### config.mk
export PLATFORM = sky130hd
export DESIGN_NAME = assembly_line_lexer
export DESIGN_NICKNAME = d
export VERILOG_FILES = /design/src/rtl/core/aslex_pkg.sv /design/src/rtl/core/assembly_line_lexer.sv /design/src/rtl/core/aslex_front.sv /design/src/rtl/core/aslex_fifo.sv /design/src/rtl/core/aslex_back.sv
export VERILOG_INCLUDE_DIRS = /design/src /design/src/rtl/core
export SDC_FILE = /design/constraint.sdc
export NUM_CORES = 1
export LEC_CHECK = 0
export ABC_AREA = 1
export BUFFER_PORTS_ARGS = -buffer_cell sky130_fd_sc_hd__buf_4
export CORE_ASPECT_RATIO = 1.5
export CORE_MARGIN = 1.5
export CORE_UTILIZATION = 60
export DETAILED_ROUTE_END_ITERATION = 7
export GPL_ROUTABILITY_DRIVEN = 0
export GPL_TIMING_DRIVEN = 0
export PLACE_DENSITY = 0.89
export REMOVE_ABC_BUFFERS = 1
export SETUP_SLACK_MARGIN = 0.4
export SLEW_MARGIN = 0
export SYNTH_ARGS = -nofsm -noshare
export SYNTH_HDL_FRONTEND = slang
export SYNTH_SLANG_ARGS = --single-unit
### constraint.sdc
create_clock -name clk -period 7.25 [get_ports clk]
set_input_delay 0.725 -clock clk [delete_from_list [all_inputs] [get_ports clk]]
set_output_delay 0.725 -clock clk [all_outputs]
set_load 0.01 [all_outputs]
### src/rtl/core/assembly_line_lexer_assert.svh
// Assertion macros shared by the assembly line lexer RTL.
// Clocked on clk and disabled while rst_n is low; no other dependencies.
`ifndef ASSEMBLY_LINE_LEXER_ASSERT_SVH
`define ASSEMBLY_LINE_LEXER_ASSERT_SVH

// The consequent must hold in every cycle in which the antecedent holds.
`define ASLEX_ASSERT_IMP(label, ante, cons, msg) \
  label: assert property (@(posedge clk) disable iff (!rst_n) (ante) |-> (cons)) \
    else $error(msg);

// The expression must never be true out of reset.
`define ASLEX_ASSERT_NEVER(label, expr, msg) \
  label: assert property (@(posedge clk) disable iff (!rst_n) !(expr)) \
    else $error(msg);

`endif

### src/rtl/core/aslex_pkg.sv
// Types, constants and the character classifier of the assembly line lexer.
// Used by every module of the block; depends on nothing else.
package aslex_pkg;

  localparam logic [1:0] KIND_DROP    = 2'd0;
  localparam logic [1:0] KIND_CONT    = 2'd1;
  localparam logic [1:0] KIND_START   = 2'd2;
  localparam logic [1:0] KIND_SPECIAL = 2'd3;

  localparam logic [7:0] CH_NUL    = 8'h00;
  localparam logic [7:0] CH_TAB    = 8'h09;
  localparam logic [7:0] CH_CR     = 8'h0D;
  localparam logic [7:0] CH_SPACE  = 8'h20;
  localparam logic [7:0] CH_QUOTE  = 8'h22;
  localparam logic [7:0] CH_HASH   = 8'h23;
  localparam logic [7:0] CH_COMMA  = 8'h2C;
  localparam logic [7:0] CH_SLASH  = 8'h2F;
  localparam logic [7:0] CH_COLON  = 8'h3A;
  localparam logic [7:0] CH_SEMI   = 8'h3B;
  localparam logic [7:0] CH_LBRACK = 8'h5B;
  localparam logic [7:0] CH_RBRACK = 8'h5D;

  localparam int CountW    = 9;
  localparam int FifoDepth = 4;
  localparam int PtrW      = $clog2(FifoDepth);
  localparam int CntW      = $clog2(FifoDepth + 1);

  typedef struct packed {
    logic              quoting;
    logic              commenting;
    logic              inside_word;
    logic [CountW-1:0] token_count;
  } lex_state_t;

  typedef struct packed {
    logic [1:0] kind;
    lex_state_t st;
  } class_res_t;

  typedef struct packed {
    logic [7:0]        ch;
    logic [1:0]        kind;
    logic [CountW-1:0] count;
  } res_t;

  // One queue entry holds every result caused by one accepted character.
  typedef struct packed {
    logic two;
    logic line_end;
    res_t r0;
    res_t r1;
  } entry_t;

  typedef struct packed {
    logic full;
    logic empty;
  } q_status_t;

  function automatic logic is_separator(logic [7:0] c);
    logic sep;
    sep = (c inside {CH_SPACE, [CH_TAB:CH_CR], CH_COMMA, CH_HASH});
    return sep;
  endfunction

  function automatic class_res_t classify(logic [7:0] c, lex_state_t st,
                                          logic [CountW-1:0] cap);
    class_res_t r;
    r.st   = st;
    r.kind = KIND_DROP;
    if (st.commenting) begin
      r.kind = KIND_DROP;
    end else if (c == CH_SEMI) begin
      r.st.commenting  = 1'b1;
      r.st.inside_word = 1'b0;
    end else if (c inside {CH_QUOTE, CH_LBRACK, CH_RBRACK, CH_COLON}) begin
      if (c == CH_QUOTE) begin
        r.st.quoting = !st.quoting;
      end
      r.st.inside_word = 1'b0;
      if (st.token_count < cap) begin
        r.st.token_count = st.token_count + CountW'(1);
      end
      r.kind = KIND_SPECIAL;
    end else if (c == CH_NUL || (!st.quoting && is_separator(c))) begin
      r.st.inside_word = 1'b0;
    end else if (st.inside_word) begin
      r.kind = KIND_CONT;
    end else begin
      r.st.inside_word = 1'b1;
      if (st.token_count < cap) begin
        r.st.token_count = st.token_count + CountW'(1);
      end
      r.kind = KIND_START;
    end
    return r;
  endfunction

endpackage

### src/rtl/core/assembly_line_lexer.sv
// Assembly line lexer top level: front end, entry queue and back end.
// A character's results enter the queue on its transfer and are offered from its head.
// Throughput: one character per cycle while the queue is not full; a character that
// releases a held slash yields two results, presented one per output transfer. A held
// slash yields nothing until the next character. The four-entry queue absorbs this.
// Reset: synchronous, active low; clears the line state, the queue and the output.
`include "assembly_line_lexer_assert.svh"

module assembly_line_lexer #(
  parameter int MAX_LINE_CHARS = 256
) (
  input  logic                         clk,
  input  logic                         rst_n,
  input  logic                         in_valid,
  output logic                         in_ready,
  input  logic [7:0]                   in_ch,
  input  logic                         in_line_end,
  output logic                         out_valid,
  input  logic                         out_ready,
  output logic [7:0]                   out_ch,
  output logic [1:0]                   out_kind,
  output logic [aslex_pkg::CountW-1:0] out_tokens_in_line,
  output logic                         out_line_done,
  output logic                         out_last
);

  localparam int CapInt = (MAX_LINE_CHARS < 511) ? MAX_LINE_CHARS : 511;
  localparam logic [aslex_pkg::CountW-1:0] CountCap = aslex_pkg::CountW'(CapInt);

  logic                 q_push;
  logic                 q_pop;
  aslex_pkg::entry_t    q_wr;
  aslex_pkg::entry_t    q_head;
  aslex_pkg::q_status_t q_status;

  assign in_ready = !q_status.full;

  aslex_front #(
    .COUNT_CAP(CountCap)
  ) u_front (
    .clk        (clk),
    .rst_n      (rst_n),
    .in_valid   (in_valid),
    .in_ready   (in_ready),
    .in_ch      (in_ch),
    .in_line_end(in_line_end),
    .push       (q_push),
    .entry      (q_wr)
  );

  aslex_fifo u_fifo (
    .clk     (clk),
    .rst_n   (rst_n),
    .push    (q_push),
    .wr_entry(q_wr),
    .pop     (q_pop),
    .head    (q_head),
    .status  (q_status)
  );

  aslex_back u_back (
    .clk               (clk),
    .rst_n             (rst_n),
    .head              (q_head),
    .status            (q_status),
    .pop               (q_pop),
    .out_valid         (out_valid),
    .out_ready         (out_ready),
    .out_ch            (out_ch),
    .out_kind          (out_kind),
    .out_tokens_in_line(out_tokens_in_line),
    .out_line_done     (out_line_done),
    .out_last          (out_last)
  );

  `ASLEX_ASSERT_NEVER(a_push_when_full, q_push && q_status.full, "push into full queue")
  `ASLEX_ASSERT_IMP(a_pop_on_last, q_pop, out_valid && out_ready && out_last,
                    "entry released before its last result")
  `ASLEX_ASSERT_IMP(a_line_done_last, out_valid && out_line_done, out_last,
                    "line end on a result that is not the last")
  `ASLEX_ASSERT_IMP(a_count_capped, out_valid, out_tokens_in_line <= CountCap,
                    "token count above its cap")

endmodule

### src/rtl/core/aslex_front.sv
// Front end of the lexer: accepts characters, keeps the line state and the held slash,
// and builds one queue entry per accepted character that it does not hold. Depends on aslex_pkg.
module aslex_front #(
  parameter logic [aslex_pkg::CountW-1:0] COUNT_CAP = 9'd256
) (
  input  logic              clk,
  input  logic              rst_n,
  input  logic              in_valid,
  input  logic              in_ready,
  input  logic [7:0]        in_ch,
  input  logic              in_line_end,
  output logic              push,
  output aslex_pkg::entry_t entry
);

  aslex_pkg::lex_state_t st_r, st_nxt;
  logic                  slash_held_r, slash_held_nxt;
  aslex_pkg::class_res_t ca, cb;
  logic                  fire;
  logic                  hold;

  assign fire = in_valid && in_ready;

  always_comb begin
    ca             = aslex_pkg::classify(slash_held_r ? aslex_pkg::CH_SLASH : in_ch,
                                         st_r, COUNT_CAP);
    cb             = aslex_pkg::classify(in_ch, ca.st, COUNT_CAP);
    hold           = 1'b0;
    st_nxt         = st_r;
    slash_held_nxt = 1'b0;
    entry.two      = 1'b0;
    entry.line_end = in_line_end;
    entry.r0       = '{ch: in_ch, kind: ca.kind, count: ca.st.token_count};
    entry.r1       = '{ch: in_ch, kind: cb.kind, count: cb.st.token_count};
    if (slash_held_r) begin
      entry.two = 1'b1;
      if (in_ch == aslex_pkg::CH_SLASH) begin
        st_nxt             = st_r;
        st_nxt.commenting  = 1'b1;
        st_nxt.inside_word = 1'b0;
        entry.r0 = '{ch: aslex_pkg::CH_SLASH, kind: aslex_pkg::KIND_DROP,
                     count: st_r.token_count};
        entry.r1 = '{ch: aslex_pkg::CH_SLASH, kind: aslex_pkg::KIND_DROP,
                     count: st_r.token_count};
      end else begin
        st_nxt      = cb.st;
        entry.r0.ch = aslex_pkg::CH_SLASH;
      end
    end else if (in_ch == aslex_pkg::CH_SLASH && !st_r.commenting && !in_line_end) begin
      hold           = 1'b1;
      slash_held_nxt = 1'b1;
    end else begin
      st_nxt = ca.st;
    end
    if (in_line_end) begin
      st_nxt         = '0;
      slash_held_nxt = 1'b0;
    end
  end

  assign push = fire && !hold;

  always_ff @(posedge clk) begin
    if (!rst_n) begin
      st_r         <= '0;
      slash_held_r <= 1'b0;
    end else if (fire) begin
      st_r         <= st_nxt;
      slash_held_r <= slash_held_nxt;
    end
  end

endmodule

### src/rtl/core/aslex_fifo.sv
// Short queue of entries between the lexer front end and back end.
// Depth and entry type come from aslex_pkg.
module aslex_fifo (
  input  logic                 clk,
  input  logic                 rst_n,
  input  logic                 push,
  input  aslex_pkg::entry_t    wr_entry,
  input  logic                 pop,
  output aslex_pkg::entry_t    head,
  output aslex_pkg::q_status_t status
);

  localparam int                  Depth = aslex_pkg::FifoDepth;
  localparam int                  PtrW  = aslex_pkg::PtrW;
  localparam int                  CntW  = aslex_pkg::CntW;
  localparam logic [PtrW-1:0]     LastPtr = PtrW'(Depth - 1);

  aslex_pkg::entry_t mem_r [Depth];
  logic [PtrW-1:0]   wr_ptr_r, wr_ptr_nxt;
  logic [PtrW-1:0]   rd_ptr_r, rd_ptr_nxt;
  logic [CntW-1:0]   count_r, count_nxt;

  assign head         = mem_r[rd_ptr_r];
  assign status.full  = (count_r == CntW'(Depth));
  assign status.empty = (count_r == '0);

  always_comb begin
    wr_ptr_nxt = wr_ptr_r;
    rd_ptr_nxt = rd_ptr_r;
    count_nxt  = count_r;
    if (push) begin
      wr_ptr_nxt = (wr_ptr_r == LastPtr) ? '0 : wr_ptr_r + PtrW'(1);
    end
    if (pop) begin
      rd_ptr_nxt = (rd_ptr_r == LastPtr) ? '0 : rd_ptr_r + PtrW'(1);
    end
    if (push && !pop) begin
      count_nxt = count_r + CntW'(1);
    end else if (pop && !push) begin
      count_nxt = count_r - CntW'(1);
    end
  end

  always_ff @(posedge clk) begin
    if (push) begin
      mem_r[wr_ptr_r] <= wr_entry;
    end
  end

  always_ff @(posedge clk) begin
    if (!rst_n) begin
      wr_ptr_r <= '0;
      rd_ptr_r <= '0;
      count_r  <= '0;
    end else begin
      wr_ptr_r <= wr_ptr_nxt;
      rd_ptr_r <= rd_ptr_nxt;
      count_r  <= count_nxt;
    end
  end

endmodule

### src/rtl/core/aslex_back.sv
// Back end of the lexer: presents the results of the queue head one per
// transfer and releases the entry after its last result. Depends on aslex_pkg.
module aslex_back (
  input  logic                        clk,
  input  logic                        rst_n,
  input  aslex_pkg::entry_t           head,
  input  aslex_pkg::q_status_t        status,
  output logic                        pop,
  output logic                        out_valid,
  input  logic                        out_ready,
  output logic [7:0]                  out_ch,
  output logic [1:0]                  out_kind,
  output logic [aslex_pkg::CountW-1:0] out_tokens_in_line,
  output logic                        out_line_done,
  output logic                        out_last
);

  logic            second_r, second_nxt;
  logic            xfer;
  aslex_pkg::res_t res;

  assign out_valid          = !status.empty;
  assign res                = second_r ? head.r1 : head.r0;
  assign out_ch             = res.ch;
  assign out_kind           = res.kind;
  assign out_tokens_in_line = res.count;
  assign out_last           = !head.two || second_r;
  assign out_line_done      = head.line_end && out_last;
  assign xfer               = out_valid && out_ready;
  assign pop                = xfer && out_last;

  always_comb begin
    second_nxt = second_r;
    if (xfer) begin
      second_nxt = !out_last;
    end
  end

  always_ff @(posedge clk) begin
    if (!rst_n) begin
      second_r <= 1'b0;
    end else begin
      second_r <= second_nxt;
    end
  end

endmodule
# After elaboration in Yosys (flattened, before gate mapping)

Memories as Yosys holds them, arrays and structs flattened. A register that Yosys moved wholly into a read port is not among the register bits.
Cells that the tools add are included.

Register bits after elaboration: 21
Bits in writable memories: 160
Input bits: 13
Output and inout port bits: 23
Logic and storage cells: 133
Memories kept: 1

Memories:

| memory       | depth | bits a word | rd ports | clocked after Yosys merged registers in | write ports | line             | text |
|---|---|---|---|---|---|---|---|
| u_fifo.mem_r | 4     | 40          | 1        | 1                                       | 1           | aslex_fifo.sv:18 | `aslex_pkg::entry_t mem_r [Depth];` |

$add $sub $neg: 6
Order comparisons: 6
Eq/ne operators: 22
Mux-type cells: 52
Reduce and logical (&&, ||, !) cells: 37

Operator list:

| cell                                                            | count |
|---|---|
| equality test 8 x 6 -> 1 bit (second input constant)            | 13 |
| 2-to-1 mux 12 bit                                               | 6 |
| 2-to-1 mux 9 bit                                                | 8 |
| 2-to-1 mux 38 bit                                               | 1 |
| equality test 8 x 7 -> 1 bit (second input constant)            | 4 |
| 2-to-1 mux 30 bit                                               | 1 |
| 2-to-1 mux 2 bit                                                | 12 |
| 2-to-1 mux 10 bit                                               | 2 |
| 2-to-1 mux 19 bit                                               | 1 |
| adder 9 x 1 -> 9 bit (second input constant)                    | 2 |
| less-than comparator 9 bit (second input constant)              | 2 |
| >= comparator 8 x 4 -> 1 bit (second input constant)            | 2 |
| less-or-equal comparator 8 x 4 -> 1 bit (second input constant) | 2 |
| zero test 8 bit                                                 | 2 |
| 2-to-1 mux 1 bit                                                | 16 |
| nonzero test 4 bit                                              | 4 |
| logical AND 1 bit                                               | 13 |
| 2-to-1 mux 3 bit                                                | 4 |
| zero test 1 bit                                                 | 11 |
| 2-to-1 mux 8 bit                                                | 1 |
| adder 2 x 1 -> 2 bit (second input constant)                    | 2 |
| equality test 2 bit (second input constant)                     | 2 |
| adder 3 x 1 -> 3 bit (second input constant)                    | 1 |
| equality test 3 bit (second input constant)                     | 1 |
| other kinds (8)                                                 | 10 |

# Longest topological paths before layout

Word-level depth: 20
Mapped depth: 24
Gate-level depth less buffers: 24

# Modules after synthesis

A second synthesis with hierarchy kept.

Cell total of the unflattened synthesis: 845
Area, all modules: 8668.3 µm²

Modules (own cells, without submodules):

| module              | instances | cells an instance | area each (µm²) | sequential area each (µm²) |
|---|---|---|---|---|
| aslex_fifo          | 1         | 446               | 6511.2          | 4984.8 |
| aslex_front         | 1         | 324               | 1829.3          | 260.2 |
| aslex_back          | 1         | 74                | 324.1           | 20.0 |
| assembly_line_lexer | 1         | 1                 | 3.8             | 0.0 |

# Worst setup path after synthesis

Ideal clock, no wire load.

Path type: input port to flip-flop
From: input port in_ch[6]
To: memory u_fifo.mem_r[0][0] (netlist name), enable pin
Library setup time: 437 ps
Data arrival time: 3212 ps
Required time: 6812 ps
Slack: 3601 ps
Stages: 11
Path buffers: 1
Cell sequence: inv_1 > nand2_1 > nor2_2 > inv_2 > nor3_1 > inv_1 > nor2_1 > nand2_1 > nand2_1 > clkbuf_1 > nor2_1

Word-level cells in the longest chain between the ends: 9

RTL lines:

| what                                   | line                      | text |
|---|---|---|
| from (decl)                            | assembly_line_lexer.sv:16 | `input logic [7:0] in_ch,` |
| equality test 8 x 6 -> 1 bit           | aslex_front.sv:49         | `end else if (in_ch == aslex_pkg::CH_SLASH && !st_r.commenting && !in_line_end) begin` |
| logical AND 1 bit (2 in a row)         | aslex_front.sv:49         |  |
| 2-to-1 mux 1 bit                       | aslex_front.sv:49         |  |
| 2-to-1 mux 1 bit                       | aslex_front.sv:35         | `if (slash_held_r) begin` |
| zero test 1 bit                        | aslex_front.sv:61         | `assign push = fire && !hold;` |
| logical AND 1 bit                      | aslex_front.sv:61         |  |
| 2-to-1 mux 1 bit                       | aslex_fifo.sv:45          | `if (push) begin` |
| 2-to-1 mux 1 bit (not written as such) | aslex_fifo.sv:46          | `mem_r[wr_ptr_r] <= wr_entry;` |
| to (decl)                              | aslex_fifo.sv:18          |  |

No other way between the ends.

==> impl_metrics.ini <==
[clocking]
cts_root_buffer = clkbuf_16
postCtsHoldBufs = 0
cts_tree = done
clkTransAtPathRegs_ps = 70
cts-resized-gates = 0
clk_path_buf_depth = 2
cts_buffers = 17
post_cts_buffers = 0
htree_levels = 4
clock_latency_ps = 440
cts.sinks = 183

[synth]
synth.distinct_cells = 47
async_reset_ff_share_pct = 0
syn_area_um2 = 8480
synth_flop_cell = edfxtp_1
synth_seq_cells = 183
synth_area_leaders = edfxtp_1 57%, nor2_1 7.5%, o21ai_0 6.0%
seq_area_frac_synth_pct = 62.1
netlist.area_leader.share_pct = 56.7
yosys_warnings = 0
synth-edff-count = 160
syn_inst = 842
syn_area_per_cell_um2 = 10.1
yosysTopAreaCell = edfxtp_1

[detailed_routing]
first_pass_iters = 8
drcViolationCount = 0
wirelength_mm = 18.5
num_vias = 6263
wl_per_cell_um = 17.8
vias_per_cell = 6.05
ant_nets = 0
drtIter0Drc = 597

[power_and_ir_drop]
power.switching_uw = 1080
swShare_pct = 33.3
sequentialPowerShare_pct = 42.5
pwr-share-comb_pct = 29.7
p_clk_share_pct = 27.9
p_leak_uw = 0.00352
intPower_uw = 2160
ir_drop_uv = 188
p_per_area_nw_per_um2 = 340

[critical_path]
worstPathMaxFanout = 41
crit_end = out_tokens_in_line[8]
path_class = reg -> out
setup.worst_path.end_class = primary output
r2r-end = u_fifo.mem_r[0][6]
arrival_ps = 2990
critical-path-slowest-cell = dfxtp_2
cp-start-kind = register
path_cells = clkinv_1 > buf_12 > nor2_1 > o21ai_0 > a31oi_1 > buf_4
r2r_slack_ps = 3760
reg2reg_depth = 13
path_buf_inv = 3
cp.depth = 6
r2r-start = u_front.slash_held_r
cp_top_family = buffers and inverters
crit_required_ps = 6520
crit_path_max_incr_delay_ps = 880

[run_status]
status = finished clean

[timing]
period_share_pct = 51.3
rsz0062_at_grt = no
hold_viol_final = 0
fin_crit_ps = 3720
drv_slew = 0
finClkSkew_ps = 10.9
whs_ps = 500
tns_ps = 0
worst_pin_slew_ps = 986
setup_violations = 0
slew_headroom_pct = 34.1
max_freq_ghz = 0.269

[floorplan]
die_x_um = 100
die-area_um2 = 14900
initial_core_util_pct = 60.9
die_y_um = 149
core_um2 = 13900
num_rows = 53
ioPinCount = 36

[cells_and_area]
final_nets = 880
mostFrequentLayoutCell = nor2_1
n_antenna_cell = 0
area_delta_synth_final_pct = 12.4
layout_common_cells = 166 x nor2_1, 160 x edfxtp_1, 101 x o21ai_0, 100 x nand2_1, 61 x inv_1
layout-drive-gt1-share_pct = 14.8
nFillCells = 919

[grt]
antenna_found_initial = 0
track_usage_pct = 26.0
overflow = 0
grt_pass1_wl_mm = 29.2
grt_pass1_vias = 6158
grt_max_degree = 57

[placed_design]
dpl.hpwl_mm = 10.5
portBuffers = 35

[worst_hold_path]
hp-class = reg -> reg
whs_path_depth = 2

[job]
max_cap_viol_count = 0
## cells by family (layout without fill, tap and decap cells)
logic type	count (synthesis)	count (layout)	synth area share, %
AOI/OAI and AO/OA	186	186	12.5
buffers and inverters	116	145	5.27
and+or+nand+nor	344	344	18.1
adders and majority gates	9	9	1.42
DFF	183	183	62.1
xor gates and xnor gates	4	4	0.502
## how the worst min path moves through the flow
stage,startpoint,to,slack [ps]
2_1_floorplan,u_fifo.count_r[2],u_fifo.count_r[2],460
3_3_place_gp,u_fifo.count_r[2],u_fifo.count_r[2],480
3_5_place_dp,u_fifo.count_r[2],u_fifo.count_r[2],490
4_1_cts,in_ch[6],u_fifo.mem_r[2][17],500
5_1_grt,in_ch[6],u_fifo.mem_r[2][17],500
6_report,u_fifo.count_r[2],u_fifo.count_r[2],500
## synthesized netlist by cell type (2+ instances only)
| cell type | count |
|---|---|
| nor2_1 | 170 |
| edfxtp_1 | 160 |
| o21ai_0 | 101 |
| nand2_1 | 100 |
| inv_1 | 64 |
| clkbuf_1 | 42 |
| nand3_1 | 24 |
| o22ai_1 | 24 |
| dfxtp_1 | 23 |
| a21oi_1 | 19 |
| a31oi_1 | 19 |
| nand2_2 | 10 |
| ha_1 | 8 |
| nor2_2 | 7 |
| inv_2 | 6 |
| nand4_1 | 6 |
| nor3_1 | 6 |
| nand2_4 | 5 |
| nand3_2 | 5 |
| o21bai_1 | 5 |
| a21oi_2 | 4 |
| nor3_2 | 3 |
| xor2_1 | 3 |
| a22oi_1 | 2 |
| nand3_4 | 2 |
| o211ai_1 | 2 |
| o21ai_1 | 2 |
## worst register-to-register path: stages (launching register included)
cell and delay (ps):
dfxtp_1 940, inv_2 440, nand2_4 230, nand2_2 80
nand2_4 150, nand2_1 140, o21ai_2 240, ha_1 190
inv_1 60, nor3_2 330, nand2_1 100, nand2_1 90
nand2_1 60, a21oi_1 250
## through the flow
step | worst slack (ps) | cell area (µm²) | util, % | cells | power [µW]
2_1_floorplan | 2960 | 8300 | - | 797 | 1930
3_3_place_gp | 1050 | 8770 | 63.0 | 997 | 2290
3_5_place_dp | 3630 | 8930 | 64.1 | 1003 | 2330
4_1_cts | 3240 | 9510 | 68.3 | 1035 | 3240
5_1_grt | 3380 | 9530 | 68.4 | 1036 | 3390
6_report | 3530 | 9530 | 68.4 | 1036 | 3240
## metal layers
| layer | wire (µm) | track usage (%) | vias to the layer above | share of wire [%] |
|---|---|---|---|---|
| li1 | - | - | 2930 | - |
| met1 | 6820 | 29.4 | 2952 | 37 |
| met2 | 9730 | 44.5 | 312 | 53 |
| met3 | 1200 | 5.03 | 69 | 6.5 |
| met4 | 699 | 17.3 | 0 | 3.8 |
| met5 | 0 | 0 | - | 0 |
## state kept, by name (all words and copies together) (netlist names), named ones only
register              flops
u_fifo.count_r            3
u_fifo.rd_ptr_r           2
u_fifo.mem_r            160
u_fifo.wr_ptr_r           2
u_back.second_r           1
u_front.slash_held_r      1
u_front.st_r             12
## area by class of cell
class                   count  area, µm²  share of cell area [%]
clock buffers              18        429                    4.51
flip-flops and latches    183       5270                    55.3
well taps                 165        206                    2.17
clock inverters            14        149                    1.56
inverters                  71        269                    2.82
repair buffers             42        410                    4.31
multi-input cells         543       2790                    29.3
## power groups by stage
stage / logic [µW] / clock network (µW) / registers, µW
2_1_floorplan: 547 / 0 / 1390
3_3_place_gp: 856 / 0 / 1430
3_5_place_dp: 937 / 0 / 1400
4_1_cts: 956 / 902 / 1380
5_1_grt: 1060 / 940 / 1390
6_report: 962 / 904 / 1380
(Power assumes the default switching activity.)
